--- src/rtl/fault_qualifier_heal_latch_top_assert.svh ---
// assertion macros for the fault qualifier block
`ifndef FAULT_QUALIFIER_HEAL_LATCH_TOP_ASSERT_SVH
`define FAULT_QUALIFIER_HEAL_LATCH_TOP_ASSERT_SVH

`ifndef SYNTHESIS
`define FQHL_ASSERT_IMP(label, a, b) \
    label: assert property (@(posedge clk) disable iff (!rst_n) (a) |-> (b)) \
        else $error("fqhl assertion failed");
`define FQHL_ASSERT_NXT(label, a, b) \
    label: assert property (@(posedge clk) disable iff (!rst_n) (a) |=> (b)) \
        else $error("fqhl assertion failed");
`else
`define FQHL_ASSERT_IMP(label, a, b)
`define FQHL_ASSERT_NXT(label, a, b)
`endif

`endif

--- src/rtl/fqhl_pkg.sv ---
// package: types, codes and constants of the fault qualifier block
`timescale 1ns / 1ps

package fqhl_pkg;

    localparam int COUNT_WIDTH_DEF = 32;

    localparam logic [1:0] OP_UPDATE = 2'd0;
    localparam logic [1:0] OP_CLEAR  = 2'd1;
    localparam logic [1:0] OP_RESET  = 2'd2;
    localparam logic [1:0] OP_NONE   = 2'd3;

    localparam logic [1:0] STATUS_OK             = 2'd0;
    localparam logic [1:0] STATUS_NOT_CONFIGURED = 2'd1;
    localparam logic [1:0] STATUS_INVALID_CYCLES = 2'd2;

    localparam logic [1:0] FAULT_ABSENT    = 2'd0;
    localparam logic [1:0] FAULT_PENDING   = 2'd1;
    localparam logic [1:0] FAULT_CONFIRMED = 2'd2;
    localparam logic [1:0] FAULT_HEALING   = 2'd3;

    localparam logic [1:0] REG_CONFIRM_LIMIT = 2'd0;
    localparam logic [1:0] REG_HEAL_LIMIT    = 2'd1;
    localparam logic [1:0] REG_LATCH_ENABLE  = 2'd2;

    typedef struct packed {
        logic [1:0]  operation;
        logic        present;
        logic [31:0] cycles;
    } item_t;

    typedef struct packed {
        logic [1:0]  status;
        logic [1:0]  fault_state;
        logic        is_confirmed;
        logic        is_active;
        logic [31:0] progress_count;
        logic [31:0] occurrence_total;
    } result_t;

    typedef struct packed {
        logic        valid;
        logic [1:0]  index;
        logic [31:0] data;
    } cfg_wr_t;

endpackage

--- src/rtl/fqhl_core.sv ---
// qualification state, configuration registers and next-state logic
`timescale 1ns / 1ps
`include "fault_qualifier_heal_latch_top_assert.svh"

module fqhl_core #(
    parameter int COUNT_WIDTH = fqhl_pkg::COUNT_WIDTH_DEF
) (
    input  logic              clk,
    input  logic              rst_n,
    input  fqhl_pkg::cfg_wr_t cfg_wr,
    input  logic              accept,
    input  fqhl_pkg::item_t   item,
    output fqhl_pkg::result_t result
);

    localparam int AW = ((COUNT_WIDTH > 32) ? COUNT_WIDTH : 32) + 1;

    typedef enum logic [3:0] {
        Q_ABSENT    = 4'b0001,
        Q_PENDING   = 4'b0010,
        Q_CONFIRMED = 4'b0100,
        Q_HEALING   = 4'b1000
    } qual_state_t;

    logic [31:0]            confirm_limit_reg;
    logic [31:0]            heal_limit_reg;
    logic                   latch_enable_reg;
    qual_state_t            state_reg;
    qual_state_t            state_next;
    logic [COUNT_WIDTH-1:0] cnt_reg;
    logic [COUNT_WIDTH-1:0] cnt_next;
    logic [COUNT_WIDTH-1:0] occ_reg;
    logic [COUNT_WIDTH-1:0] occ_next;
    logic [COUNT_WIDTH-1:0] base;
    logic [COUNT_WIDTH-1:0] add_sat;
    logic [COUNT_WIDTH-1:0] occ_inc;
    logic [AW-1:0]          sum_ext;
    logic [AW-1:0]          max_ext;
    logic [AW-1:0]          sat_ext;
    logic [AW-1:0]          cnt_next_ext;
    logic [AW-1:0]          occ_next_ext;
    logic                   confirm_hit;
    logic                   heal_hit;
    logic                   configured;
    logic [1:0]             status;
    logic [1:0]             fault_code;

    // configuration registers
    always_ff @(posedge clk or negedge rst_n)
    begin
        if (!rst_n)
        begin
            confirm_limit_reg <= '0;
            heal_limit_reg    <= '0;
            latch_enable_reg  <= 1'b0;
        end
        else if (cfg_wr.valid)
        begin
            case (cfg_wr.index)
                fqhl_pkg::REG_CONFIRM_LIMIT: confirm_limit_reg <= cfg_wr.data;
                fqhl_pkg::REG_HEAL_LIMIT:    heal_limit_reg    <= cfg_wr.data;
                fqhl_pkg::REG_LATCH_ENABLE:  latch_enable_reg  <= cfg_wr.data[0];
                default: ;
            endcase
        end
    end

    // one saturating adder shared by pending and healing counts
    assign base    = (state_reg == Q_PENDING || state_reg == Q_HEALING) ? cnt_reg : '0;
    assign sum_ext = {{(AW-COUNT_WIDTH){1'b0}}, base} + {{(AW-32){1'b0}}, item.cycles};
    assign max_ext = {{(AW-COUNT_WIDTH){1'b0}}, {COUNT_WIDTH{1'b1}}};
    assign add_sat = (sum_ext > max_ext) ? {COUNT_WIDTH{1'b1}} : sum_ext[COUNT_WIDTH-1:0];
    assign sat_ext = {{(AW-COUNT_WIDTH){1'b0}}, add_sat};
    assign confirm_hit = sat_ext >= {{(AW-32){1'b0}}, confirm_limit_reg};
    assign heal_hit    = sat_ext >= {{(AW-32){1'b0}}, heal_limit_reg};
    assign occ_inc     = (occ_reg == {COUNT_WIDTH{1'b1}}) ? occ_reg
                         : occ_reg + {{(COUNT_WIDTH-1){1'b0}}, 1'b1};
    assign configured  = (confirm_limit_reg != '0) && (heal_limit_reg != '0);

    always_comb
    begin
        state_next = state_reg;
        cnt_next   = cnt_reg;
        occ_next   = occ_reg;
        status     = fqhl_pkg::STATUS_OK;
        if (item.operation != fqhl_pkg::OP_NONE)
        begin
            if (!configured)
            begin
                status = fqhl_pkg::STATUS_NOT_CONFIGURED;
            end
            else if (item.operation == fqhl_pkg::OP_UPDATE)
            begin
                if (item.cycles == '0)
                begin
                    status = fqhl_pkg::STATUS_INVALID_CYCLES;
                end
                else if (item.present)
                begin
                    if (state_reg == Q_CONFIRMED || state_reg == Q_HEALING)
                    begin
                        state_next = Q_CONFIRMED;
                        cnt_next   = '0;
                    end
                    else if (confirm_hit)
                    begin
                        state_next = Q_CONFIRMED;
                        cnt_next   = '0;
                        occ_next   = occ_inc;
                    end
                    else
                    begin
                        state_next = Q_PENDING;
                        cnt_next   = add_sat;
                    end
                end
                else
                begin
                    case (state_reg)
                        Q_CONFIRMED:
                        begin
                            if (latch_enable_reg)
                            begin
                                cnt_next = '0;
                            end
                            else if (heal_hit)
                            begin
                                state_next = Q_ABSENT;
                                cnt_next   = '0;
                            end
                            else
                            begin
                                state_next = Q_HEALING;
                                cnt_next   = add_sat;
                            end
                        end
                        Q_HEALING:
                        begin
                            if (heal_hit)
                            begin
                                state_next = Q_ABSENT;
                                cnt_next   = '0;
                            end
                            else
                            begin
                                cnt_next = add_sat;
                            end
                        end
                        default:
                        begin
                            state_next = Q_ABSENT;
                            cnt_next   = '0;
                        end
                    endcase
                end
            end
            else
            begin
                state_next = Q_ABSENT;
                cnt_next   = '0;
                if (item.operation == fqhl_pkg::OP_RESET)
                begin
                    occ_next = '0;
                end
            end
        end
    end

    always_ff @(posedge clk or negedge rst_n)
    begin
        if (!rst_n)
        begin
            state_reg <= Q_ABSENT;
            cnt_reg   <= '0;
            occ_reg   <= '0;
        end
        else if (accept)
        begin
            state_reg <= state_next;
            cnt_reg   <= cnt_next;
            occ_reg   <= occ_next;
        end
    end

    always_comb
    begin
        case (state_next)
            Q_ABSENT:    fault_code = fqhl_pkg::FAULT_ABSENT;
            Q_PENDING:   fault_code = fqhl_pkg::FAULT_PENDING;
            Q_CONFIRMED: fault_code = fqhl_pkg::FAULT_CONFIRMED;
            Q_HEALING:   fault_code = fqhl_pkg::FAULT_HEALING;
            default:     fault_code = fqhl_pkg::FAULT_ABSENT;
        endcase
    end

    assign cnt_next_ext = {{(AW-COUNT_WIDTH){1'b0}}, cnt_next};
    assign occ_next_ext = {{(AW-COUNT_WIDTH){1'b0}}, occ_next};

    assign result.status           = status;
    assign result.fault_state      = fault_code;
    assign result.is_confirmed     = (state_next == Q_CONFIRMED) || (state_next == Q_HEALING);
    assign result.is_active        = (state_next == Q_PENDING) || (state_next == Q_CONFIRMED);
    assign result.progress_count   = cnt_next_ext[31:0];
    assign result.occurrence_total = occ_next_ext[31:0];

    `FQHL_ASSERT_IMP(a_cnt_zero_when_idle,
        (state_reg == Q_ABSENT || state_reg == Q_CONFIRMED), (cnt_reg == '0))
    `FQHL_ASSERT_IMP(a_pending_cnt_nonzero, (state_reg == Q_PENDING), (cnt_reg != '0))
    `FQHL_ASSERT_NXT(a_unconfigured_holds, (accept && !configured),
        ($stable(state_reg) && $stable(cnt_reg) && $stable(occ_reg)))

endmodule

--- src/rtl/fault_qualifier_heal_latch_top.sv ---
// top level of the fault qualifier with heal and latch
//
// channel  direction  handshake             payload
// item     in         item_valid/item_stall fqhl_pkg::item_t
// result   out        result_valid/stall    fqhl_pkg::result_t
// cfg      in         cfg_valid/cfg_ready   cfg_index, cfg_data
//
// one request per cycle while item_stall is low; its result is registered into the output register, or into the skid
// register while the output is stalled; the next-state logic is one saturating add and two compares on its sum
// reset clears state, counters and limits; limits read as zero, so status is not configured
// a stalled result stays put, and a skid register takes one more request behind it
// item_stall rises only while the skid register is full
`timescale 1ns / 1ps
`include "fault_qualifier_heal_latch_top_assert.svh"

module fault_qualifier_heal_latch_top #(
    parameter int COUNT_WIDTH = fqhl_pkg::COUNT_WIDTH_DEF
) (
    input  logic              clk,
    input  logic              rst_n,
    input  logic              item_valid,
    output logic              item_stall,
    input  fqhl_pkg::item_t   item,
    output logic              result_valid,
    input  logic              result_stall,
    output fqhl_pkg::result_t result,
    input  logic              cfg_valid,
    output logic              cfg_ready,
    input  logic [1:0]        cfg_index,
    input  logic [31:0]       cfg_data
);

    fqhl_pkg::cfg_wr_t cfg_wr;
    fqhl_pkg::result_t core_result;
    fqhl_pkg::result_t out_reg;
    fqhl_pkg::result_t skid_reg;
    logic              out_valid_reg;
    logic              skid_valid_reg;
    logic              item_acc;
    logic              out_acc;

    assign cfg_ready    = 1'b1;
    assign cfg_wr.valid = cfg_valid;
    assign cfg_wr.index = cfg_index;
    assign cfg_wr.data  = cfg_data;

    assign item_stall = skid_valid_reg;
    assign item_acc   = item_valid && !skid_valid_reg;
    assign out_acc    = out_valid_reg && !result_stall;

    fqhl_core #(
        .COUNT_WIDTH (COUNT_WIDTH)
    ) u_core (
        .clk    (clk),
        .rst_n  (rst_n),
        .cfg_wr (cfg_wr),
        .accept (item_acc),
        .item   (item),
        .result (core_result)
    );

    // output register plus skid
    always_ff @(posedge clk or negedge rst_n)
    begin
        if (!rst_n)
        begin
            out_valid_reg  <= 1'b0;
            skid_valid_reg <= 1'b0;
        end
        else if (skid_valid_reg)
        begin
            if (out_acc)
            begin
                skid_valid_reg <= 1'b0;
            end
        end
        else if (item_acc)
        begin
            if (out_valid_reg && !out_acc)
            begin
                skid_valid_reg <= 1'b1;
            end
            else
            begin
                out_valid_reg <= 1'b1;
            end
        end
        else if (out_acc)
        begin
            out_valid_reg <= 1'b0;
        end
    end

    always_ff @(posedge clk)
    begin
        if (skid_valid_reg)
        begin
            if (out_acc)
            begin
                out_reg <= skid_reg;
            end
        end
        else if (item_acc)
        begin
            if (out_valid_reg && !out_acc)
            begin
                skid_reg <= core_result;
            end
            else
            begin
                out_reg <= core_result;
            end
        end
    end

    assign result_valid = out_valid_reg;
    assign result       = out_reg;

    `FQHL_ASSERT_IMP(a_skid_behind_out, skid_valid_reg, out_valid_reg)
    `FQHL_ASSERT_NXT(a_skid_drains_first, (skid_valid_reg && out_acc),
        (out_valid_reg && !skid_valid_reg))
    `FQHL_ASSERT_NXT(a_request_lands, (item_acc && !out_valid_reg),
        (out_valid_reg && !skid_valid_reg))

endmodule
--- config.mk ---
export PLATFORM = sky130hd
export DESIGN_NAME = fault_qualifier_heal_latch_top
export DESIGN_NICKNAME = d
export VERILOG_FILES = /design/src/rtl/fqhl_pkg.sv /design/src/rtl/fqhl_core.sv /design/src/rtl/fault_qualifier_heal_latch_top.sv
export VERILOG_INCLUDE_DIRS = /design/src /design/src/rtl
export SDC_FILE = /design/constraint.sdc
export NUM_CORES = 1
export LEC_CHECK = 0
export ABC_AREA = 1
export BUFFER_PORTS_ARGS = -buffer_cell sky130_fd_sc_hd__buf_2
export CORE_UTILIZATION = 61
export CTS_CLUSTER_SIZE = 14
export DETAILED_ROUTE_END_ITERATION = 16
export PLACE_DENSITY = 0.81
export SLEW_MARGIN = 20
export SYNTH_ARGS = -nofsm -noshare
export SYNTH_HDL_FRONTEND = slang
export SYNTH_SLANG_ARGS = --single-unit
--- constraint.sdc ---
create_clock -name clk -period 5.5 [get_ports clk]
set_input_delay 0.275 -clock clk [delete_from_list [all_inputs] [get_ports clk]]
set_output_delay 0.275 -clock clk [all_outputs]
set_load 0.02 [all_outputs]
# == Yosys cells after proc, flatten, opt, wreduce, memory -nomap -nowiden ==
# Cells that the tools add are included.
# W data, S select, Z words.
# word_totals
output_inout_bits,73
elab_cells,112
ff_bits,275
in_bits,74
# op_classes
n_mux,48
magnitude_cmp,3
n_eq_ne,14
add_sub_neg,2
n_bitwise,1
reduce_logical,24
# ops
op,n
$mux W32,20
$mux W70,4
$ge A32 B32 Y1,2
$pmux W32 S2,1
$reduce_bool A32 Y1,2
$mux W4,9
$add A32 B32 Y33,1
$gt A33 B32 Y1 const B,1
$add A32 B1 Y32 const B,1
$eq A32 B32 Y1 const B,1
$logic_not A32 Y1,1
$reduce_and A3 Y1,3
$eq A4 B2 Y1 const B,2
$eq A4 B3 Y1 const B,2
$eq A4 B4 Y1 const B,2
$mux W2,4
$pmux W4 S2,1
$mux W1,7
$ne A2 B2 Y1 const B,3
$pmux W2 S3,1
$reduce_and A2 Y1,3
$eq A2 B2 Y1 const B,2
$logic_and A1 B1 Y1,4
$logic_not A2 Y1,2
7 further kinds,13

# == Longest topological paths before layout ==
# logic_depth
word_depth,20
ltp_mapped,44
depth_no_buf,43

# == Modules after synthesis ==
# From an unflattened synthesis, not the netlist that was laid out.
# hier_totals
cells_unflattened,2188
area_unflattened_um2,16818.6
# modules_own_cells
mod,seq_area_each_um2,instances,cells_per_inst,area_each_um2
fqhl_core,3329.4,1,1800,11583.6
fault_qualifier_heal_latch_top,4254.1,1,388,5235.0

# == Least setup slack after synthesis ==
# No wires, ideal clock.
# synth_path
path_kind,register to register
from,"reg skid_valid_reg, in the netlist item_stall"
to,"reg out_reg (netlist bit result[0]), enable pin"
path_slack_ns,0.472
arrival_time_ns,4.510
stages_incl_launch_ff,7
setup_time_ns,0.519
required_ns,4.981
n_path_buf,1
synth_period_minus_slack_ns,5.028
cell_sequence,dfrtp_1 -> clkinv_1 -> nand2_1 -> inv_2 -> clkbuf_1 -> a21oi_1 -> a21oi_1
# synth_between
elab_chain_len,4
word_cells_on_any_way,6
cone_classes,2 x eq/ne; 4 x reduce/logical
# synth_lines
item,line_no,rtl
start: declaration,fault_qualifier_heal_latch_top.sv:38,logic skid_valid_reg;
start signal: assignment,fault_qualifier_heal_latch_top.sv:68,skid_valid_reg <= 1'b0;
start signal: assignment,fault_qualifier_heal_latch_top.sv:74,skid_valid_reg <= 1'b0;
start signal: assignment,fault_qualifier_heal_latch_top.sv:81,skid_valid_reg <= 1'b1;
$logic_not A1 Y1,fault_qualifier_heal_latch_top.sv:48,assign item_acc = item_valid && !skid_valid_reg;
$logic_and A1 B1 Y1,fault_qualifier_heal_latch_top.sv:48,
$reduce_bool A2 Y1 (no source line),-,
$reduce_and A3 Y1 (no source line) (*),-,
end signal: assignment,fault_qualifier_heal_latch_top.sv:100,out_reg <= skid_reg;
end signal: assignment,fault_qualifier_heal_latch_top.sv:111,out_reg <= core_result;
end: declaration,fault_qualifier_heal_latch_top.sv:35,fqhl_pkg::result_t out_reg;
# Mark *: on every way between the ends. The rest lies on a longest branch, timed or not.
# A chain may end at the register's enable or synchronous reset.

==> results.ini <==
[clock_tree]
clk_latency_ns=0.56
clock_sinks=273
cts_root_buffer=clkbuf_16
cts_buffers=28
htreeDepth=1
cts.path.max_buffers=3
cts_tree=built
clk_pin_slew_worst_paths_ns=0.06

[logic_synthesis]
ys_seq_elements=273
synth-edff-count=138
synth_area_leader_cell=edfxtp_1
syn_inst=2154
synth_top_area_share_pct=24.3
syn-num-nets=2326
synthTopCellsByArea=edfxtp_1, dfrtp_1, nand2_1
synth_flop_cell=edfxtp_1
synth_area_um2=17000
synth_area_per_cell_um2=7.90
async_flop_share_pct=49.5
synth.distinct_cells=59
ys_seq_area_share_pct=44.2
yosys_warnings=0

[floorplanning]
dieArea_um2=28600
core.rowCount=60
dieHeight_um=169
fp.dieW_um=169
io_pins=147
start_util_pct=62.6
core_um2=27200

[detailed_routing]
avgRoutedWirePerCell_um=18.1
drc_errors=0
ant_nets=0
routed_wl_mm=49.4
drtIter0Drc=1345
dr.pass1.iters=6
vias=15300
viasPerCell=5.59

[worst_setup_path]
cp-start-kind=register
timing.rr.end=result[53]
required_ns=5.80
rrSetupSlack_ns=0.24
cp-end-kind=register
cp.arrival_ns=5.56
crit_top_cell=nand2_1
crit_slowest_cell=dfstp_2
r2r_start=u_core.state_reg[0]
reg2regPathDepth=33
crit_fanout=16
crit_type=reg2reg
cp_slowest_stage_delay_ns=0.54

[placed_design]
gp_congestion=0.999
placed_area_um2=18300
dp_cells=2651
port_buffers=145
dp_hpwl_mm=36.2

[sta]
tns_ns=0
hold_ws_ns=0.0113
hold_viol=0
fin_crit_sh_pct=95.6
max_freq_mhz=190
worst-slew-pin-transition_ns=0.982
setup_viol=0
skew_ns=0.0184
slew_violations=0
slew_headroom_pct=34.5
period_needed_ns=5.26

[global_route]
grt_use_met1_pct=47.2
gr-usage-met3_pct=3.83
grt_pass1_wl_mm=77.5
antenna_found_initial=0
use_met2_pct=59.3
grt_max_degree=90
overflow=0
grt.busiest_layer=met2
grt_pass1_vias=14600
grtUsageTotal_pct=34.7

[cells_and_area]
postLayoutCellArea_um2=19900
num_antenna_cells=0
layout-drive-gt1-share_pct=19.1
nets=2516
fillers=2101
area_growth_pct=17.0
final_cell_count_no_fill=2738

[power]
leakagePower_uw=0.00946
powerDensity_nw_per_um2=343
peakVddDrop_v=0.000426

[worst_hold_path]
whs_endpoint=u_core.heal_limit_reg[25]
hold_path_depth=3
min_path_type=in2reg
hold_path.startpoint=cfg_data[25]

[flow_run]
max-cap-violations=0

[run_status]
status=completed

[power by group]
part / internal [µW] / leakage (µW) / total [µW] / switching (µW)
Sequential: 2670 / 0.00310 / 2850 / 179
Combinational: 553 / 0.00588 / 1960 / 1410
Clock: 1210 / 0.000475 / 2030 / 823
Total: 4430 / 0.00946 / 6830 / 2410
[cells in the final DEF, fill, tap and decap left out, types with 11 or more instances in the layout]
cell type and instances:
nand2_1 694, inv_1 253, nor2_1 172, buf_2 144
edfxtp_1 138, dfrtp_1 133, o21ai_0 128, ha_1 91
nand3_1 72, a21oi_1 63, buf_4 47, nand2_2 36
o21ai_2 32, clkbuf_16 29, o21ai_1 27, nand4_1 27
dlygate4sd3_1 22, a21oi_2 20, inv_2 20, nor2_2 17
nor3_1 14, xnor2_1 14, nand2_4 12, o22ai_2 11
[what timing repair did]
action                                  4_1_cts  5_1_grt
endpoints found under the setup margin        0      197
buffers inserted                              0       11
gates resized for setup                       0       79
hold endpoints to repair                     98        0
hold buffers                                 22        0
[final cells by class]
cell class                      instances  area [µm²]  share of cell area, %
Clock buffer                           38         758                   3.81
Sequential cell                       273        7520                   37.8
Clock inverter                         14         216                   1.09
Timing Repair inverter                  1        8.76                 0.0440
Timing Repair Buffer                  222        1450                   7.29
Multi-Input combinational cell       1541        8430                   42.3
Tap cell                              372         465                   2.34
Inverter                              277        1060                   5.30
[per-layer routing]
metal,up-vias,wire length (µm)
met3,82,2890
met5,-,0
met2,557,23900
met4,0,1250
met1,7278,21400
li1,7376,-
[critical path, delay by kind of cell, from the launching register on]
kind                       cells  cell delay [ns]
and+or+nand+nor               18             2.08
buffers and inverters          8             1.00
AOI/OAI and AO/OA              5             0.71
adders and majority gates      2             0.66
DFF                            1             0.54
[cell usage after synthesis, drive strengths merged, types with 7 or more instances]
cell / n
edfxtp: 138
nand4: 30
xnor2: 14
inv: 274
buf: 25
nor3: 24
dfrtp: 134
nor2: 199
o21a: 7
a21o: 9
a21oi: 85
o21ai: 187
xor2: 10
nand3: 85
ha: 97
o22ai: 12
nand2: 742
clkbuf: 38
[through the flow]
step	util, %	setup WS, ns	total power (µW)
after floorplan	-	0.472	4120
after CTS	71.6	0.0258	6790
after global placement	67.2	0.147	4700
after detailed placement	67.2	0.0585	4760
final	73.3	0.239	6830
after global routing	73.3	-0.0622	7150
[how the worst max path moves through the flow]
stage	start	to	slack, ns	depth (start not counted)
after floorplan	item_stall	result[0]	0.47	6
after CTS	u_core.state_reg[0]	result[62]	0.03	37
after detailed placement	u_core.state_reg[0]	result[62]	0.06	37
after global routing	u_core.state_reg[1]	result[61]	-0.06	38
final	u_core.state_reg[0]	result[53]	0.24	33
after global placement	u_core.state_reg[0]	skid_reg[17]	0.15	31
[kinds of logic after synthesis]
group	count (synthesis)	synth area share, %
compound gates	321	11.6
xor+xnor	24	1.24
fa+ha+maj	98	7.25
buf+inv	340	7.94
flops	273	44.2
other cells	1	0.0220
simple gates	1097	27.8
Note: power is estimated with default switching activity, not from simulation.
